## src/rtl/core/ffha_pkg.sv

```systemverilog
`timescale 1ns / 1ps

package ffha_pkg;

  // heap geometry
  localparam int HEAP_BYTES   = 4096;
  localparam int HEADER_BYTES = 12;
  localparam int WORD_BYTES   = 4;
  localparam int DEPTH        = HEAP_BYTES / WORD_BYTES;

  // field and datapath widths
  localparam int IDX_W  = $clog2(DEPTH);
  localparam int OFF_W  = $clog2(HEAP_BYTES) + 1;
  localparam int SIZE_W = $clog2(HEAP_BYTES);
  localparam int REQ_W  = 13;
  localparam int BOFF_W = 12;
  localparam int ALU_W  = REQ_W + 1;

  // header entry, one per 4-byte word of the heap
  typedef struct packed {
    logic              start;
    logic              free;
    logic [SIZE_W-1:0] size;
  } hdr_t;

  // shared arithmetic unit
  typedef enum logic [1:0] {
    ALU_ADD3,
    ALU_SUB3,
    ALU_GE
  } alu_op_t;

  typedef struct packed {
    alu_op_t          op;
    logic [ALU_W-1:0] a;
    logic [ALU_W-1:0] b;
    logic [ALU_W-1:0] c;
  } alu_req_t;

  typedef struct packed {
    logic [ALU_W-1:0] res;
    logic             ge;
  } alu_rsp_t;

  // sequencer states
  typedef enum logic [3:0] {
    ST_CLEAR,
    ST_IDLE,
    ST_A_RD,
    ST_A_FIT,
    ST_A_STEP,
    ST_A_REM,
    ST_A_SPLIT,
    ST_A_TAKE,
    ST_F_RD,
    ST_F_MARK,
    ST_M_RD,
    ST_M_CUR,
    ST_M_NXT,
    ST_M_EVAL,
    ST_M_CLR,
    ST_FIN
  } st_t;

endpackage

```

## src/rtl/core/ffha_alu.sv

```systemverilog
`timescale 1ns / 1ps

module ffha_alu
  import ffha_pkg::*;
(
  input  alu_req_t req,
  output alu_rsp_t rsp
);

  // one three-input adder/subtractor and one magnitude compare
  always_comb begin
    rsp.ge  = (req.a >= req.b);
    rsp.res = '0;
    case (req.op)
      ALU_ADD3: rsp.res = req.a + req.b + req.c;
      ALU_SUB3: rsp.res = req.a - req.b - req.c;
      ALU_GE:   rsp.res = '0;
      default:  rsp.res = '0;
    endcase
  end

endmodule
```

## config.mk

```make
export PLATFORM = sky130hd
export DESIGN_NAME = ffha_alu
export DESIGN_NICKNAME = d
export VERILOG_FILES = /design/src/rtl/core/ffha_pkg.sv /design/src/rtl/core/ffha_alu.sv
export SDC_FILE = /design/constraint.sdc
export NUM_CORES = 1
export LEC_CHECK = 0
export ABC_AREA = 1
export BUFFER_PORTS_ARGS = -buffer_cell sky130_fd_sc_hd__buf_2
export CORE_ASPECT_RATIO = 0.6
export CORE_MARGIN = 2
export CORE_UTILIZATION = 63
export DETAILED_ROUTE_END_ITERATION = 10
export GPL_ROUTABILITY_DRIVEN = 0
export PLACE_DENSITY_LB_ADDON = 0.08
export REMOVE_ABC_BUFFERS = 1
export SYNTH_ARGS = -nofsm -noshare
export SYNTH_HDL_FRONTEND = slang
export SYNTH_SLANG_ARGS = --single-unit
```

## constraint.sdc

```tcl
create_clock -name vclk -period 6.2
set_input_delay 0.62 -clock vclk [all_inputs]
set_output_delay 0.62 -clock vclk [all_outputs]
set_load 0.03 [all_outputs]
```

Word level (Yosys, flattened, before mapping):

Cells that the tools add are included.

* $add $sub $neg: 4
* order comparisons: 1
* reductions and logical operators: 1
* multiplexer cells: 1
* eq/ne operators: 1

Operators by type and width (number)
* adder 14 bit: 2
* one-hot mux 14 bit (2 select lines): 1
* subtractor 14 bit: 2
* >= comparator 14 bit: 1
* equality test 2 x 1 -> 1 bit (second input constant): 1
* zero test 2 bit: 1

* output and inout bits: 15
* register bits: 0
* bits of input ports: 44
* word-level logic and storage cells: 8

Depth between registers and ports, before layout:

Gate-level depths: netlist of the first run.

* depth in word-level cells: 3
* depth in mapped cells: 12
* mapped depth without buffers: 12

Worst setup path before layout of the first run:

Ideal clock, no wire load.

* path kind: input -> output
* from: input req[1] in the netlist's numbering
* to: output rsp[6] in the netlist's numbering
* required time: 5580 ps
* slack: 3017 ps
* arrival time: 2563 ps
* stages: 8
* buffers on the path: 0
* path through: fa_1 ha_1 inv_1 fa_1 nor2_2 nor2_2 xor2_1 o21ai_1

RTL lines
* start: declaration: line ffha_alu.sv:6 `input alu_req_t req,`
* end: declaration: line ffha_alu.sv:7 `output alu_rsp_t rsp`

==> reports/results.tsv, run 1 <==
metric	value	unit
status	finished clean	
wl_per_cell	13.2	µm
arrival	2810	ps
leakagePower	1.82	nW
crit_required	5580	ps
grt_use_total	30.9	%
yosys_warnings	0	
slowest_stage	fa_1	
combPwrFrac	100.0	%
syn_area	2660	µm²
start_kind	input pin	
worst_path_largest_cell_delay	550	ps
whs_path_depth	5	
place_inst	547	
drv_cap	0	
p_sw	0.316	mW
start_util	65.3	%
grt_overflow	0	
swShare	64.9	%
route.detailed.drc	0	
core	4080	µm²
pwr-share-seq	0	%
yosysSeqAreaShare	0	%
setup_viol	0	
grt_max_degree	11	
worst_pin_slew	320	ps
antenna_found_initial	0	
tns	0	ps
irDropWorstVdd	0.0000909	V
p_int	0.171	mW
syn2layout_area_growth	13.9	%
period_share	55.3	%
clock_power_share	0	%
grt_pass1_vias	2495	
ant_nets	0	
ctsResizeCount	0	
worstPathCellList	buf_2, fa_1, ha_1, inv_1, fa_1, nor2_2, nor2_2, nor2_2, nor3_1, nand3b_1, nand2_1, buf_2	
period_needed	3430	ps
critPathCaptureType	output pin	
fmax	292	MHz
worst-setup-path-type	in2out	
via_count	2900	
postCtsSetupBuffers	0	
post-dp-hpwl	6520	µm
wirelength	7210	µm
drv_slew	0	
portBuffers	59	
seq_area	0	µm²
final_nets	602	
dieArea	4780	µm²
crit_fanout	3	
finalNonFillerCells	547	
grt_pass1_wl	11300	µm
slew_headroom	78.6	%
dr.pass1.iters	5	
nFillCells	368	
n_antenna_cell	0	
syn_area_per_cell	6.22	µm²
flops_and_latches	0	
grt_setup_unrepaired	false	
synthCells	428	
chipWidth	87.9	µm
drive_above_1_share	16.6	%
viasPerCell	5.30	
hold_class	in2out	
multiInputGateArea	2320	µm²
finalHoldViolations	0	
io_pins	59	
synth.distinct_cells	28	
rows	18	
cts_hold_buf	0	
power_density	161	nW/µm²
n_clock_buffer	0	
cpMostUsedCell	nor2_2	
postLayoutCoreUtil	74.4	%
die_h	54.3	µm
drt_iter0_drc	271	
==> metal layers <==
layer  vias to the layer above  track usage, %  wire length (µm)
met3                         2            1.06               678
met2                       119            49.9              3020
met4                         0            1.28                13
met1                      1331            48.2              3500
li1                       1448               -                 -
met5                         -               0                 0
==> cells in the final DEF (no fill, tap or decap), drive strengths merged, types with 3 or more instances in the layout <==
cell	netlist	routed
a21oi	21	21
buf	0	59
fa	27	27
ha	42	42
inv	92	92
nand2	126	126
nand3	39	39
nand3b	3	3
nand4	5	5
nor2	38	38
nor3	7	7
o21ai	12	12
o22ai	3	3
xnor2	4	4
==> final cells by class <==
class | count | share of cell area (%)
inverters | 92 | 11.4
multi-input cells | 336 | 76.4
repair buffers | 59 | 9.74
well taps | 60 | 2.48
==> metrics by stage <==
step | total power [mW] | setup slack (ps) | hold WS, ps | cell area [µm²]
2_1_floorplan | 0.346 | 3020 | 1520 | 2660
3_3_place_gp | 0.459 | 2910 | 1720 | 3030
3_5_place_dp | 0.476 | 2790 | 1730 | 3030
4_1_cts | 0.478 | 2790 | 1730 | 3030
5_1_grt | 0.541 | 2660 | 1750 | 3030
6_report | 0.488 | 2770 | 1730 | 3030
==> final timing paths <==
| kind | endpoint | from | slack, ps |
|---|---|---|---|
| max | rsp[10] | req[1] | 2770 |
| min | rsp[14] | req[42] | 1730 |
==> cells in the mapped netlist (2+ instances only) <==
master | instances | share of area, %
nand2_1 | 121 | 17
inv_1 | 86 | 12
ha_1 | 42 | 20
nand3_1 | 37 | 7.0
nor2_1 | 31 | 4.4
fa_1 | 27 | 20
a21oi_1 | 20 | 3.8
nor3_1 | 7 | 1.3
inv_2 | 6 | 0.85
o21ai_0 | 6 | 1.1
nand2_2 | 5 | 1.2
nand4_1 | 5 | 1.2
o21ai_1 | 5 | 0.94
nor2_2 | 4 | 0.94
xnor2_1 | 4 | 1.3
nand3b_1 | 3 | 0.85
nor2_4 | 3 | 1.3
o22ai_1 | 3 | 0.71
nand3_2 | 2 | 0.75
o21bai_1 | 2 | 0.56
xor2_1 | 2 | 0.66
==> power groups by stage <==
stage	registers [mW]	logic (mW)	clock network, mW
3_3_place_gp	0	0.459	0
5_1_grt	0	0.541	0
3_5_place_dp	0	0.476	0
2_1_floorplan	0	0.346	0
4_1_cts	0	0.478	0
6_report	0	0.488	0
==> worst max-delay path, delay by kind of cell <==
| kind | cells | cell delay (ps) |
|---|---|---|
| adders and majority gates | 3 | 1180 |
| buffers and inverters | 3 | 390 |
| and+or+nand+nor | 6 | 620 |
==> logic make-up after synthesis <==
group / count (synthesis) / share of synthesized area (%)
XOR/XNOR: 6 / 1.97
AO/OA/AOI/OAI: 41 / 8.65
adder cells (fa/ha/maj): 69 / 40.1
buffers and inverters: 92 / 13.0
AND/OR/NAND/NOR: 220 / 36.3
(Power assumes the default switching activity.)
==> run 2: changes to the inputs <==
--- a/config.mk
+++ b/config.mk
@@ -5,11 +5,11 @@
 export SDC_FILE = /design/constraint.sdc
 export NUM_CORES = 1
 export LEC_CHECK = 0
-export ABC_AREA = 1
+export ABC_AREA = 0
 export BUFFER_PORTS_ARGS = -buffer_cell sky130_fd_sc_hd__buf_2
 export CORE_ASPECT_RATIO = 0.6
 export CORE_MARGIN = 2
-export CORE_UTILIZATION = 63
+export CORE_UTILIZATION = 57
 export DETAILED_ROUTE_END_ITERATION = 10
 export GPL_ROUTABILITY_DRIVEN = 0
 export PLACE_DENSITY_LB_ADDON = 0.08
==> constraint.sdc (replaced) <==
create_clock -name vclk -period 3.55
set_input_delay 0.355 -clock vclk [all_inputs]
set_output_delay 0.355 -clock vclk [all_outputs]
set_load 0.03 [all_outputs]
==> reports/results.tsv, run 2 <==
metric	value	unit	change
finalWorstSetupSlack	171	ps	was 2770 ps
drive_above_1_share	19.8	%	was 16.6%
irDropWorstVdd	0.000198	V	was 0.0000909 V
grt_pass1_wl	8770	µm	was 11300 µm
flops_and_latches	0		unchanged
final_nets	444		was 602
leakagePower	1.36	nW	was 1.82 nW
placed_area	2580	µm²	was 3030 µm²
syn2layout_area_growth	15.5	%	was 13.9%
synthAdderAreaFrac	47.7	%	was 40.1%
yosys_warnings	0		unchanged
core	3720	µm²	was 4080 µm²
place_inst	376		was 547
portBuffers	59		unchanged
die_h	52.5	µm	was 54.3 µm
postLayoutCoreUtil	69.4	%	was 74.4%
synthCells	272		was 428
period_share	95.2	%	
viasPerCell	5.67		was 5.30
hold_slack	1160	ps	was 1730 ps
post-dp-hpwl	4750	µm	was 6520 µm
crit_end	rsp[14]		was rsp[10]
worst-setup-path-type	in2out		unchanged
nFillCells	332		was 368
finalHoldViolations	0		unchanged
start_kind	input pin		unchanged
crit_fanout	3		unchanged
n_clock_buffer	0		unchanged
drv_slew	0		unchanged
slew_headroom	72.8	%	was 78.6%
critPathCaptureType	output pin		unchanged
period_needed	3380	ps	
wl_per_cell	14.0	µm	was 13.2 µm
fmax	296	MHz	
yosysTopAreaCellShare	24.2	%	was 20.3%
drv_cap	0		unchanged
io_pins	59		unchanged
setup_viol	0		unchanged
tns	0	ps	unchanged
finalPower	0.757	mW	was 0.488 mW
synth.distinct_cells	42		was 28
status	finished clean		unchanged
dr.pass1.iters	5		unchanged
synth_xor_area_share	7.05	%	was 1.97%
ant_nets	0		unchanged
yosysTopAreaCell	fa_1		unchanged
yosysMostFrequentCell	ha_1		was nand2_1
via_count	2133		was 2900
synth_commonest_cells	42 x ha_1, 39 x inv_1, 27 x fa_1		was 121 x nand2_1, 86 x inv_1, 42 x ha_1
synthSimpleGateAreaFrac	12.8	%	was 36.3%
crit_start	req[1]		unchanged
worst_pin_slew	406	ps	was 320 ps
grt_max_degree	16		was 11
n_antenna_cell	0		unchanged
ys_top_cells_by_area	fa_1 24%, ha_1 23%, inv_1 6.5%, nor2_1 4.2%, a21oi_1 3.8%		was fa_1 20%, ha_1 20%, nand2_1 17%, inv_1 12%, nand3_1 7.0%
power_density	293	nW/µm²	was 161 nW/µm²
antenna_found_initial	0		unchanged
seq_area	0	µm²	unchanged
chipWidth	84.9	µm	was 87.9 µm
layout_common_cells	59 x buf_2, 42 x ha_1, 39 x inv_1, 27 x fa_1, 25 x nor2_1		was 121 x nand2_1, 86 x inv_1, 59 x buf_2, 42 x ha_1, 37 x nand3_1
ctsResizeCount	0		unchanged
yosysSeqAreaShare	0	%	unchanged
route.detailed.drc	0		unchanged
final_common_cell	buf_2		was nand2_1
wirelength	5280	µm	was 7210 µm
postCtsSetupBuffers	0		unchanged
crit_required	3190	ps	was 5580 ps
synthMuxAreaShare	1.85	%	was 0%
grt_overflow	0		unchanged
grt_use_total	24.6	%	was 30.9%
grt_setup_unrepaired	false		unchanged
syn_area	2240	µm²	was 2660 µm²
synth_top_family_by_area	adder cells		unchanged
finalNonFillerCells	376		was 547
syn_area_per_cell	8.22	µm²	was 6.22 µm²
cts_hold_buf	0		unchanged
start_util	60.1	%	was 65.3%
synth_compound_area_share	23.6	%	was 8.65%
rows	17		was 18
fin_area	2580	µm²	was 3030 µm²
drt_iter0_drc	135		was 271
dieArea	4460	µm²	was 4780 µm²
arrival	3020	ps	was 2810 ps
hold_class	in2out		unchanged
grt_pass1_vias	1865		was 2495
pre_cts_slack	184	ps	was 2790 ps
==> run 2: cell count changes after synthesis, moves of 6 or more <==
cell	previous run	this run
nand2_1	121	13
inv_1	86	39
nand3_1	37	6
a211oi_1	0	9
a21o_1	1	8
xor2_1	2	9
nor2_1	31	25
o21a_1	0	6
==> run 2: final cells by class <==
type               count  area, µm²  area share [%]
repair buffers        59        295            11.4
inverters             40        150            5.81
well taps             47       58.8            2.28
multi-input cells    230       2080            80.5
==> run 2: how the worst min path moves through the flow <==
| stage | cells past startpoint | start | to | slack, ps |
|---|---|---|---|---|
| final | 3 | req[43] | rsp[10] | 1160 |
| after global routing | 3 | req[43] | rsp[10] | 1180 |
| after CTS | 3 | req[43] | rsp[4] | 1150 |
| after detailed placement | 3 | req[43] | rsp[4] | 1150 |
| after global placement | 3 | req[43] | rsp[10] | 1150 |
| after floorplan | 1 | req[43] | rsp[10] | 770 |
==> run 2: kinds of logic after synthesis <==
| group | Yosys count |
|---|---|
| and+or+nand+nor | 63 |
| buffers and inverters | 42 |
| muxes | 4 |
| adders and majority gates | 69 |
| AOI/OAI and AO/OA | 76 |
| xor gates and xnor gates | 18 |
==> run 2: metal layers <==
layer	vias to the layer above	global-route usage (%)	part of all wire, %
met5	-	0	0
met4	0	0.265	0
met3	0	0.787	7.4
met2	83	36.4	40
met1	985	41.2	53
li1	1065	-	-
==> run 2: power breakdown <==
| group | internal (mW) | switching (mW) |
|---|---|---|
| Clock | 0 | 0 |
| Sequential | 0 | 0 |
| Combinational | 0.305 | 0.451 |
==> run 2: critical path, cell delays in order <==
cell and delay (ps):
buf_2 120, fa_1 540, ha_1 200, inv_1 70, fa_1 370, and2b_1 240
o31a_1 180, o21ai_1 150, o21ai_1 230, xnor2_1 100, a211oi_1 220, buf_2 230
==> run 3: changes to the inputs <==
--- a/config.mk
+++ b/config.mk
@@ -9,7 +9,7 @@
 export BUFFER_PORTS_ARGS = -buffer_cell sky130_fd_sc_hd__buf_2
 export CORE_ASPECT_RATIO = 0.6
 export CORE_MARGIN = 2
-export CORE_UTILIZATION = 57
+export CORE_UTILIZATION = 61
 export DETAILED_ROUTE_END_ITERATION = 10
 export GPL_ROUTABILITY_DRIVEN = 0
 export PLACE_DENSITY_LB_ADDON = 0.08
==> constraint.sdc (replaced) <==
create_clock -name vclk -period 4.1
set_input_delay 0.41 -clock vclk [all_inputs]
set_output_delay 0.41 -clock vclk [all_outputs]
set_load 0.03 [all_outputs]
==> reports/results.tsv, run 3 (synthesis results as in run 2) <==
metric	value	unit	change
antenna_found_initial	0		unchanged
worst_pin_slew	480	ps	was 406 ps
irDropWorstVdd	0.000147	V	was 0.000198 V
wirelength	5280	µm	about the same
layout_common_cells	59 x buf_2, 42 x ha_1, 39 x inv_1, 27 x fa_1, 25 x nor2_1		unchanged
start_kind	input pin		unchanged
power_density	254	nW/µm²	was 293 nW/µm²
status	finished clean		unchanged
hold_class	in2out		unchanged
portBuffers	59		unchanged
slew_headroom	67.8	%	was 72.8%
arrival	3090	ps	was 3020 ps
flops_and_latches	0		unchanged
core	3380	µm²	was 3720 µm²
dieArea	4180	µm²	was 4460 µm²
setup_viol	0		unchanged
crit_required	3690	ps	was 3190 ps
finalNonFillerCells	374		was 376
drive_above_1_share	19.8	%	unchanged
die_h	50.9	µm	was 52.5 µm
finalWorstSetupSlack	597	ps	was 171 ps
final_common_cell	buf_2		unchanged
via_count	2128		was 2133
n_antenna_cell	0		unchanged
chipWidth	82.2	µm	was 84.9 µm
start_util	66.1	%	was 60.1%
pre_cts_slack	641	ps	was 184 ps
wl_per_cell	14.1	µm	was 14.0 µm
drt_iter0_drc	237		was 135
placed_area	2580	µm²	about the same
rows	16		was 17
n_clock_buffer	0		unchanged
grt_use_total	26.9	%	was 24.6%
viasPerCell	5.69		was 5.67
io_pins	59		unchanged
cts_hold_buf	0		unchanged
post-dp-hpwl	4700	µm	was 4750 µm
postCtsSetupBuffers	0		unchanged
grt_max_degree	16		unchanged
ctsResizeCount	0		unchanged
postLayoutCoreUtil	76.3	%	was 69.4%
leakagePower	1.36	nW	unchanged
grt_pass1_wl	8790	µm	was 8770 µm
grt_setup_unrepaired	false		unchanged
finalHoldViolations	0		unchanged
place_inst	374		was 376
tns	0	ps	unchanged
drv_slew	0		unchanged
grt_overflow	0		unchanged
grt_pass1_vias	1958		was 1865
dr.pass1.iters	4		was 5
route.detailed.drc	0		unchanged
syn2layout_area_growth	15.4	%	was 15.5%
worst-setup-path-type	in2out		unchanged
fin_area	2580	µm²	about the same
crit_fanout	3		unchanged
period_share	85.4	%	
critPathCaptureType	output pin		unchanged
final_nets	444		unchanged
drv_cap	0		unchanged
ant_nets	0		unchanged
fmax	285	MHz	
seq_area	0	µm²	unchanged
period_needed	3500	ps	
==> run 3: cell counts in the layout (fill, tap and decap cells not counted) <==
Identical to the previous run, type by type.
==> run 3: power by group <==
| group | internal [mW] | leakage, nW | switching (mW) | total (mW) |
|---|---|---|---|---|
| clock network | 0 | 0 | 0 | 0 |
| logic | 0.264 | 1.36 | 0.393 | 0.656 |
| registers | 0 | 0 | 0 | 0 |
==> run 3: final cells by class <==
class,instances,area (µm²)
fill,262,802
timing repair buffer,59,295
multi-input combinational,230,2080
inverter,40,150
tap,45,56.3
==> run 3: stage by stage <==
step	hold slack, ps	power, mW
after global routing	1280	0.727
final	1250	0.656
after detailed placement	1260	0.644
after floorplan	880	0.480
after global placement	1260	0.630
after CTS	1260	0.648
==> run 3: path summary, 6_finish.rpt <==
path                start      end  slack, ps  cells after the start
setup / recovery   req[1]  rsp[14]        600                     12
hold / removal    req[43]  rsp[10]       1250                      3
==> run 3: metal layers <==
metal	share of wire, %	global-route usage (%)	vias to the layer above
li1	-	-	1070
met1	48	41.7	935
met2	40	40.9	119
met3	12	4.06	4
met4	0.21	1.39	0
met5	0	0	-
==> run 3: worst max-delay path, cell delays in order <==
cell	delay (ps)
buf_2	130
fa_1	530
ha_1	220
inv_1	70
fa_1	370
and2b_1	240
o31a_1	180
o21ai_1	160
o21ai_1	230
xnor2_1	100
a211oi_1	220
buf_2	230
